File: config.mk
export PLATFORM = sky130hd
export DESIGN_NAME = generation_tagged_response_tracker
export DESIGN_NICKNAME = d
export VERILOG_FILES = /design/src/sv/gtrt_pkg.sv /design/src/sv/gtrt_front.sv /design/src/sv/gtrt_queue.sv /design/src/sv/gtrt_back.sv /design/src/sv/generation_tagged_response_tracker.sv
export SDC_FILE = /design/constraint.sdc
export NUM_CORES = 1
export LEC_CHECK = 0
export ABC_AREA = 1
export BUFFER_PORTS_ARGS = -buffer_cell sky130_fd_sc_hd__buf_2
export CORE_ASPECT_RATIO = 1.4
export CORE_MARGIN = 3
export CORE_UTILIZATION = 45
export DETAILED_ROUTE_END_ITERATION = 6
export PLACE_DENSITY = 0.66
export SLEW_MARGIN = 5
export SYNTH_ARGS = -nofsm -noshare
export SYNTH_HDL_FRONTEND = slang
export SYNTH_SLANG_ARGS = --single-unit
File: constraint.sdc
create_clock -name clk -period 3.6 [get_ports clk]
set_input_delay 0.36 -clock clk [delete_from_list [all_inputs] [get_ports clk]]
set_output_delay 0.36 -clock clk [all_outputs]
set_load 0.03 [all_outputs]
File: src/sv/gtrt_pkg.sv
`default_nettype none

package gtrt_pkg;

	// slot table size
	localparam int SLOTS = 8;
	localparam logic [SLOTS-1:0] SLOT_LSB = SLOTS'(1);

	// queue between front and back, depth is a power of two
	localparam int QDEPTH = 2;
	localparam int QPTR_W = $clog2(QDEPTH);
	localparam logic [QPTR_W:0] QCOUNT_FULL = (QPTR_W + 1)'(QDEPTH);

	localparam int TAG_W = 32;

	// operation codes on the request channel
	localparam logic [2:0] OP_ISSUE    = 3'd0;
	localparam logic [2:0] OP_SENT     = 3'd1;
	localparam logic [2:0] OP_COMPLETE = 3'd2;
	localparam logic [2:0] OP_QUERY    = 3'd3;
	localparam logic [2:0] OP_RELEASE  = 3'd4;

	typedef struct packed {
		logic [2:0]       operation;
		logic [TAG_W-1:0] tag;
	} req_item_t;

	typedef struct packed {
		logic [TAG_W-1:0] issued_tag;
		logic             done_flag;
	} rsp_item_t;

	// classified command, nop covers unused codes and tag zero on non-issue ops
	typedef enum logic [2:0] {
		CMD_NOP,
		CMD_ISSUE,
		CMD_SENT,
		CMD_COMPLETE,
		CMD_QUERY,
		CMD_RELEASE
	} cmd_t;

	typedef struct packed {
		cmd_t             cmd;
		logic [TAG_W-1:0] tag;
	} cmd_item_t;

	typedef struct packed {
		logic      valid;
		cmd_item_t item;
	} cmd_chan_t;

	typedef enum logic {
		BK_IDLE,
		BK_EXEC
	} bk_state_t;

endpackage

`default_nettype wire

File: src/sv/gtrt_front.sv
`default_nettype none

module gtrt_front (
	input  wire                  clk,
	input  wire                  arst_n,
	input  wire                  req_valid,
	output logic                 req_stall,
	input  gtrt_pkg::req_item_t  req,
	output gtrt_pkg::cmd_chan_t  push,
	input  wire                  q_full
);

	logic                fr_valid_q;
	gtrt_pkg::cmd_item_t fr_item_q;
	gtrt_pkg::cmd_item_t cls;
	logic                tag_zero;

	assign tag_zero = (req.tag == '0);

	// decode the operation, tag zero turns a tagged op into a nop
	always_comb begin
		cls.tag = req.tag;
		unique case (req.operation)
			gtrt_pkg::OP_ISSUE:    cls.cmd = gtrt_pkg::CMD_ISSUE;
			gtrt_pkg::OP_SENT:     cls.cmd = tag_zero ? gtrt_pkg::CMD_NOP : gtrt_pkg::CMD_SENT;
			gtrt_pkg::OP_COMPLETE: cls.cmd = tag_zero ? gtrt_pkg::CMD_NOP
			                                          : gtrt_pkg::CMD_COMPLETE;
			gtrt_pkg::OP_QUERY:    cls.cmd = tag_zero ? gtrt_pkg::CMD_NOP : gtrt_pkg::CMD_QUERY;
			gtrt_pkg::OP_RELEASE:  cls.cmd = tag_zero ? gtrt_pkg::CMD_NOP
			                                          : gtrt_pkg::CMD_RELEASE;
			default:               cls.cmd = gtrt_pkg::CMD_NOP;
		endcase
	end

	assign req_stall  = fr_valid_q && q_full;
	assign push.valid = fr_valid_q && !q_full;
	assign push.item  = fr_item_q;

	always_ff @(posedge clk or negedge arst_n) begin
		if (!arst_n) begin
			fr_valid_q <= 1'b0;
		end else if (!req_stall) begin
			fr_valid_q <= req_valid;
		end
	end

	always_ff @(posedge clk) begin
		if (!req_stall && req_valid) begin
			fr_item_q <= cls;
		end
	end

endmodule

`default_nettype wire

File: src/sv/gtrt_queue.sv
`default_nettype none

module gtrt_queue (
	input  wire                  clk,
	input  wire                  arst_n,
	input  gtrt_pkg::cmd_chan_t  push,
	output logic                 full,
	output gtrt_pkg::cmd_chan_t  head,
	input  wire                  pop
);

	gtrt_pkg::cmd_item_t          mem [gtrt_pkg::QDEPTH];
	logic [gtrt_pkg::QPTR_W-1:0]  wr_ptr_q;
	logic [gtrt_pkg::QPTR_W-1:0]  rd_ptr_q;
	logic [gtrt_pkg::QPTR_W:0]    count_q;
	logic                         do_push;
	logic                         do_pop;

	assign full       = (count_q == gtrt_pkg::QCOUNT_FULL);
	assign head.valid = (count_q != '0);
	assign head.item  = mem[rd_ptr_q];
	assign do_push    = push.valid && !full;
	assign do_pop     = pop && head.valid;

	always_ff @(posedge clk or negedge arst_n) begin
		if (!arst_n) begin
			wr_ptr_q <= '0;
			rd_ptr_q <= '0;
			count_q  <= '0;
		end else begin
			if (do_push) begin
				wr_ptr_q <= wr_ptr_q + 1'b1;
			end
			if (do_pop) begin
				rd_ptr_q <= rd_ptr_q + 1'b1;
			end
			if (do_push && !do_pop) begin
				count_q <= count_q + 1'b1;
			end else if (do_pop && !do_push) begin
				count_q <= count_q - 1'b1;
			end
		end
	end

	always_ff @(posedge clk) begin
		if (do_push) begin
			mem[wr_ptr_q] <= push.item;
		end
	end

endmodule

`default_nettype wire

File: src/sv/gtrt_back.sv
`default_nettype none

module gtrt_back (
	input  wire                  clk,
	input  wire                  arst_n,
	input  gtrt_pkg::cmd_chan_t  head,
	output logic                 pop,
	output logic                 rsp_valid,
	input  wire                  rsp_stall,
	output gtrt_pkg::rsp_item_t  rsp
);

	gtrt_pkg::bk_state_t             state_q;
	gtrt_pkg::bk_state_t             state_nxt;
	logic                            fire;

	logic [gtrt_pkg::TAG_W-1:0]      slot_tag_q [gtrt_pkg::SLOTS];
	logic [gtrt_pkg::SLOTS-1:0]      slot_sent_q;
	logic [gtrt_pkg::SLOTS-1:0]      slot_done_q;
	logic [gtrt_pkg::TAG_W-1:0]      tag_ctr_q;

	gtrt_pkg::cmd_t                  cmd_q;
	logic [gtrt_pkg::SLOTS-1:0]      match_q;
	logic [gtrt_pkg::SLOTS-1:0]      match;
	logic [gtrt_pkg::SLOTS-1:0]      hit;
	logic                            any_hit;
	logic [gtrt_pkg::TAG_W-1:0]      ctr_inc;
	logic [gtrt_pkg::TAG_W-1:0]      new_tag;

	logic                            rsp_valid_q;
	gtrt_pkg::rsp_item_t             rsp_q;
	gtrt_pkg::rsp_item_t             result;

	// qualifying slots for the item at the queue head
	always_comb begin
		for (int i = 0; i < gtrt_pkg::SLOTS; i++) begin
			unique case (head.item.cmd)
				gtrt_pkg::CMD_ISSUE:    match[i] = (slot_tag_q[i] == '0);
				gtrt_pkg::CMD_COMPLETE: match[i] = (slot_tag_q[i] == head.item.tag) &&
				                                   slot_sent_q[i];
				gtrt_pkg::CMD_SENT,
				gtrt_pkg::CMD_QUERY,
				gtrt_pkg::CMD_RELEASE:  match[i] = (slot_tag_q[i] == head.item.tag);
				default:                match[i] = 1'b0;
			endcase
		end
	end

	// lowest qualifying slot as a one-hot vector
	assign hit     = match_q & (~match_q + gtrt_pkg::SLOT_LSB);
	assign any_hit = |match_q;

	// wrapping counter that skips zero
	assign ctr_inc = tag_ctr_q + 1'b1;
	assign new_tag = (ctr_inc == '0) ? {{(gtrt_pkg::TAG_W-1){1'b0}}, 1'b1} : ctr_inc;

	always_comb begin
		result.issued_tag = '0;
		result.done_flag  = 1'b0;
		if (cmd_q == gtrt_pkg::CMD_ISSUE && any_hit) begin
			result.issued_tag = new_tag;
		end
		if (cmd_q == gtrt_pkg::CMD_QUERY) begin
			result.done_flag = |(hit & slot_done_q);
		end
	end

	always_comb begin
		state_nxt = state_q;
		unique case (state_q)
			gtrt_pkg::BK_IDLE: if (head.valid) state_nxt = gtrt_pkg::BK_EXEC;
			gtrt_pkg::BK_EXEC: if (!rsp_valid_q || !rsp_stall) state_nxt = gtrt_pkg::BK_IDLE;
			default:           state_nxt = gtrt_pkg::BK_IDLE;
		endcase
	end

	always_comb begin
		pop  = 1'b0;
		fire = 1'b0;
		unique case (state_q)
			gtrt_pkg::BK_IDLE: pop  = head.valid;
			gtrt_pkg::BK_EXEC: fire = !rsp_valid_q || !rsp_stall;
			default: ;
		endcase
	end

	always_ff @(posedge clk or negedge arst_n) begin
		if (!arst_n) begin
			state_q     <= gtrt_pkg::BK_IDLE;
			rsp_valid_q <= 1'b0;
			tag_ctr_q   <= '0;
			slot_sent_q <= '0;
			slot_done_q <= '0;
			for (int i = 0; i < gtrt_pkg::SLOTS; i++) begin
				slot_tag_q[i] <= '0;
			end
		end else begin
			state_q <= state_nxt;
			if (fire) begin
				rsp_valid_q <= 1'b1;
			end else if (!rsp_stall) begin
				rsp_valid_q <= 1'b0;
			end
			if (fire && cmd_q == gtrt_pkg::CMD_ISSUE && any_hit) begin
				tag_ctr_q <= new_tag;
			end
			for (int i = 0; i < gtrt_pkg::SLOTS; i++) begin
				if (fire && hit[i]) begin
					case (cmd_q)
						gtrt_pkg::CMD_ISSUE: begin
							slot_tag_q[i]  <= new_tag;
							slot_sent_q[i] <= 1'b0;
							slot_done_q[i] <= 1'b0;
						end
						gtrt_pkg::CMD_SENT:     slot_sent_q[i] <= 1'b1;
						gtrt_pkg::CMD_COMPLETE: slot_done_q[i] <= 1'b1;
						gtrt_pkg::CMD_RELEASE: begin
							slot_tag_q[i]  <= '0;
							slot_sent_q[i] <= 1'b0;
							slot_done_q[i] <= 1'b0;
						end
						default: ;
					endcase
				end
			end
		end
	end

	always_ff @(posedge clk) begin
		if (pop) begin
			cmd_q   <= head.item.cmd;
			match_q <= match;
		end
		if (fire) begin
			rsp_q <= result;
		end
	end

	assign rsp_valid = rsp_valid_q;
	assign rsp       = rsp_q;

endmodule

`default_nettype wire

File: src/sv/generation_tagged_response_tracker.sv
`default_nettype none

// channel   valid      stall      item
// request   req_valid  req_stall  req (operation, tag)
// response  rsp_valid  rsp_stall  rsp (issued_tag, done_flag)
//
// the back end takes each item through an idle state, where the tag compare over
// all slots is registered as the item is popped, then an exec state, where the
// lowest-slot pick, table update and response write follow, before the next pop
// reset frees every slot, clears all flags, zeroes the tag counter, empties the queue
// req_stall rises only when the front register and the 2-entry queue are both full
// rsp_stall holds the response register, and the back end waits on it

module generation_tagged_response_tracker (
	input  wire                  clk,
	input  wire                  arst_n,
	input  wire                  req_valid,
	output logic                 req_stall,
	input  gtrt_pkg::req_item_t  req,
	output logic                 rsp_valid,
	input  wire                  rsp_stall,
	output gtrt_pkg::rsp_item_t  rsp
);

	// front to queue
	gtrt_pkg::cmd_chan_t push;
	logic                q_full;

	// queue to back
	gtrt_pkg::cmd_chan_t head;
	logic                pop;

	// front: registers the request; unused codes and zero-tag non-issue ops become a nop
	gtrt_front u_front (
		.clk       (clk),
		.arst_n    (arst_n),
		.req_valid (req_valid),
		.req_stall (req_stall),
		.req       (req),
		.push      (push),
		.q_full    (q_full)
	);

	// short queue so the front keeps taking items while the back works
	gtrt_queue u_queue (
		.clk    (clk),
		.arst_n (arst_n),
		.push   (push),
		.full   (q_full),
		.head   (head),
		.pop    (pop)
	);

	// back: slot table, tag counter and response register
	gtrt_back u_back (
		.clk       (clk),
		.arst_n    (arst_n),
		.head      (head),
		.pop       (pop),
		.rsp_valid (rsp_valid),
		.rsp_stall (rsp_stall),
		.rsp       (rsp)
	);

endmodule

`default_nettype wire
==> impl_results.md <==
* Status: completed
* Postcts setup bufs at 0
* Final hold violations at 0
* First-pass GRT wire length at 124200 um
* Number of max-slew violations in the final report at 0
* Gr usage total at 33.48%
* Clock buffer depth at 3
* Initial Utilization at 45.69%
* RSZ-0062 raised after global routing: false
* Routed vias at 18720
* Final worst path period share at 94.94%
* Via density per instance at 5.628
* Crit Path Class: register to register
* Post-Synthesis Net Count at 2553
* Post-DP HPWL at 65910 um
* Latest clock arrival within the worst-skew pair at 600 ps
* Antenna Nets Post-Route at 0
* Clock sinks at 460
* Distinct cells, synth at 42
* IO Count at 74
* Cell area after synthesis at 22050 um^2
* Tot Pwr at 23.35 mW
* CTS tree: yes
* Final min period at 3418 ps
* Slew @ Worst Pin at 1070 ps
* Non-Filler Instances at 3327
* EDFF count, synth at 149
* Mean Syn Cell Area at 8.777 um^2
* Internal power at 12.62 mW
* Yosys warnings at 0
* Worst EP arrival at 3960 ps
* Die width at 193.1 um
* Critical path peak fanout at 11
* Sw Share at 45.93%
* # DRC at 0
* Post-DR wirelength/cell at 25.86 um
* Fin Setup TNS at 0 ps
* Sequential share of power at 36.4%
* Die extent in y at 267.9 um
* Die footprint at 51730 um^2
* FFs w/ async S/R, synth at 67.61%
* Post-place setup slack at 227.8 ps
* Synth area leader: dfrtp_1
* Placed Cells at 3200
* Worst VDD drop at 569.7 uV
* MaxCap Viol Count at 0
* DR iter-0 viols at 1647
* Sequential element share of the synthesized area at 55.59%
* Top cell type's share of synthesized area at 35.30%
* Critical path required time at 4140 ps
* Combinational Power Share at 41.9%
* Vias in the first global route at 18880
* Total grt overflow at 0
* Top_reg_cell synth: dfrtp_1
* Port bufs at 73
* Layout Nets at 2696
* Clock slew at reported path FFs at 60 ps
* Crit end category: register
* Largest net degree at the start of global routing at 100
* Largest cells by area after synthesis: dfrtp_1, edfxtp_1, nand2_1
* Syn Inst Count at 2512
* Routed wire length at 86050 um
* Drt pass-1 iters at 6
* Pwr Density at 922.1 nW/um^2
* Area delta synth->final at 14.84%
* Synthesized flop and latch total at 460
* Net Switching at 10.72 mW
* H-tree Lvls at 2
* Setup violators final at 0
* Min-Delay Path Class: input pin to register
* Peak Freq at 292.6 MHz
* Type of origin of the critical path: register
* Placer Congestion at 1.015
* Clock buffer count from CTS at 48
* Final setup margin at 182.0 ps
* Layout cells sized above 1 at 10.46%
* Core Rows at 95
* Clock power share at 21.7%
* Initial antenna violation count at 1
* Slew HR at 28.67%
* Core area at 48260 um^2
* Clock Skews at 15.54 ps
* P_leak at 11.29 nW
* Clock Tree Root: clkbuf_16
-- logic make-up after synthesis --
family	synth area share, %
adder cells (fa/ha/maj)	0.1135
flip-flops	55.59
AO/OA/AOI/OAI	9.119
AND/OR/NAND/NOR	23.48
buffers and inverters	5.618
XOR/XNOR	6.078
-- synthesized netlist by cell type, drive strengths merged (2+ instances only) --
cell type,number
o22ai,10
inv,237
nand2,753
nand3b,9
xor2,115
buf,29
nor2,212
edfxtp,149
xnor2,38
o2111ai,4
nand4,41
clkbuf,48
nor4,98
nor3,11
ha,2
clkinv,2
dfrtp,311
or2,32
a21oi,32
a221oi,22
o21ai,302
nand3,47
-- power groups by stage --
stage	clock (mW)	combinational [mW]	sequential (mW)
floorplan	0	5.19	8.23
global placement	0	9.53	8.54
detailed placement	0	9.60	8.54
CTS	5.14	9.66	8.47
global route	5.34	10.4	8.62
finish	5.07	9.78	8.50
-- cell usage in the layout (no fill, tap or decap), types with 6 or more instances in the layout --
cell and instances:
xnor2_1 38, nand2_2 19, dlygate4sd3_1 35, edfxtp_1 149, a21oi_1 32, nand3b_1 9
clkinv_1 7, clkbuf_16 48, nor2_1 197, dfrtp_1 311, o21ai_1 6, nand3_1 46
o21ai_0 296, clkbuf_8 8, nor4_1 98, buf_2 72, nor2_2 10, o22ai_1 10
nand2_1 734, inv_1 232, nor3_1 10, a221oi_1 22, nand4_1 41, clkbuf_1 11
xor2_1 115, buf_4 59, or2_2 31, clkinv_2 8
-- what timing repair did --
action,4_1_cts,5_1_grt
hold buffers,35,0
endpoints found under the hold margin,98,0
resized for setup,0,0
-- cell type report --
type | instances | area (um^2)
Sequential cell | 460 | 12260
Clock buffer | 67 | 1353
Fill cell | 4554 | 22940
Tap cell | 630 | 788.3
Timing Repair Buffer | 170 | 1229
Inverter | 239 | 897.1
Clock inverter | 23 | 226.5
Antenna cell | 2 | 5.005
Multi-Input combinational cell | 1736 | 8566
-- per-stage QoR --
stage / util [%] / cell area, um^2 / hold slack (ps)
floorplan: - / 22050 / 64.41
global placement: 48.46 / 23390 / 420.5
detailed placement: 48.46 / 23390 / 415.6
CTS: 52.46 / 25320 / 76.85
global route: 52.46 / 25320 / 93.46
finish: 52.47 / 25320 / 109.3
-- final timing paths --
path	cells after the start	start	slack [ps]	endpoint
setup / recovery	15	u_back.tag_ctr_q[0]	180	u_back.slot_tag_q[192]
hold reg to reg	0	u_front.push[21]	440	u_queue.mem[0][21]
hold / removal	2	req[32]	110	u_front.push[32]
max in group asynchronous	3	arst_n	2250	u_back.slot_tag_q[54]
setup reg to reg	15	u_back.tag_ctr_q[0]	180	u_back.slot_tag_q[192]
min in group asynchronous	2	arst_n	330	u_back.tag_ctr_q[4]
-- layer usage --
metal	up-vias	global-route usage (%)	share of wire [%]
li1	8574	-	-
met1	9073	35.49	34
met2	797	59.61	51
met3	280	4.006	4.9
met4	0	26.60	9.7
met5	-	0	0
-- flip-flops by register name (all words and copies together), names as in the netlist, 2 cells and up --
register / cells
u_front.push: 35
u_back.tag_ctr_q: 32
u_back.slot_sent_q: 8
u_back.slot_done_q: 8
u_back.cmd_q: 3
u_back.rsp: 33
u_back.match_q: 8
u_queue.count_q: 2
u_back.slot_tag_q: 256
u_queue.mem: 70
-- worst max-delay path: stages (launching register included) --
cell and delay (ps):
dfrtp_1 450, ha_1 270, nand2_1 100, nor2_2 150
nand2_2 160, nor2_1 500, nand2_1 110, nand2_1 70
nand2_1 60, nor2_1 90, nand2_1 70, nor2_1 210
nand3_2 400, nand2_2 480, nand3_1 150, nand2_1 100
Note: power is estimated with default switching activity, not from simulation.
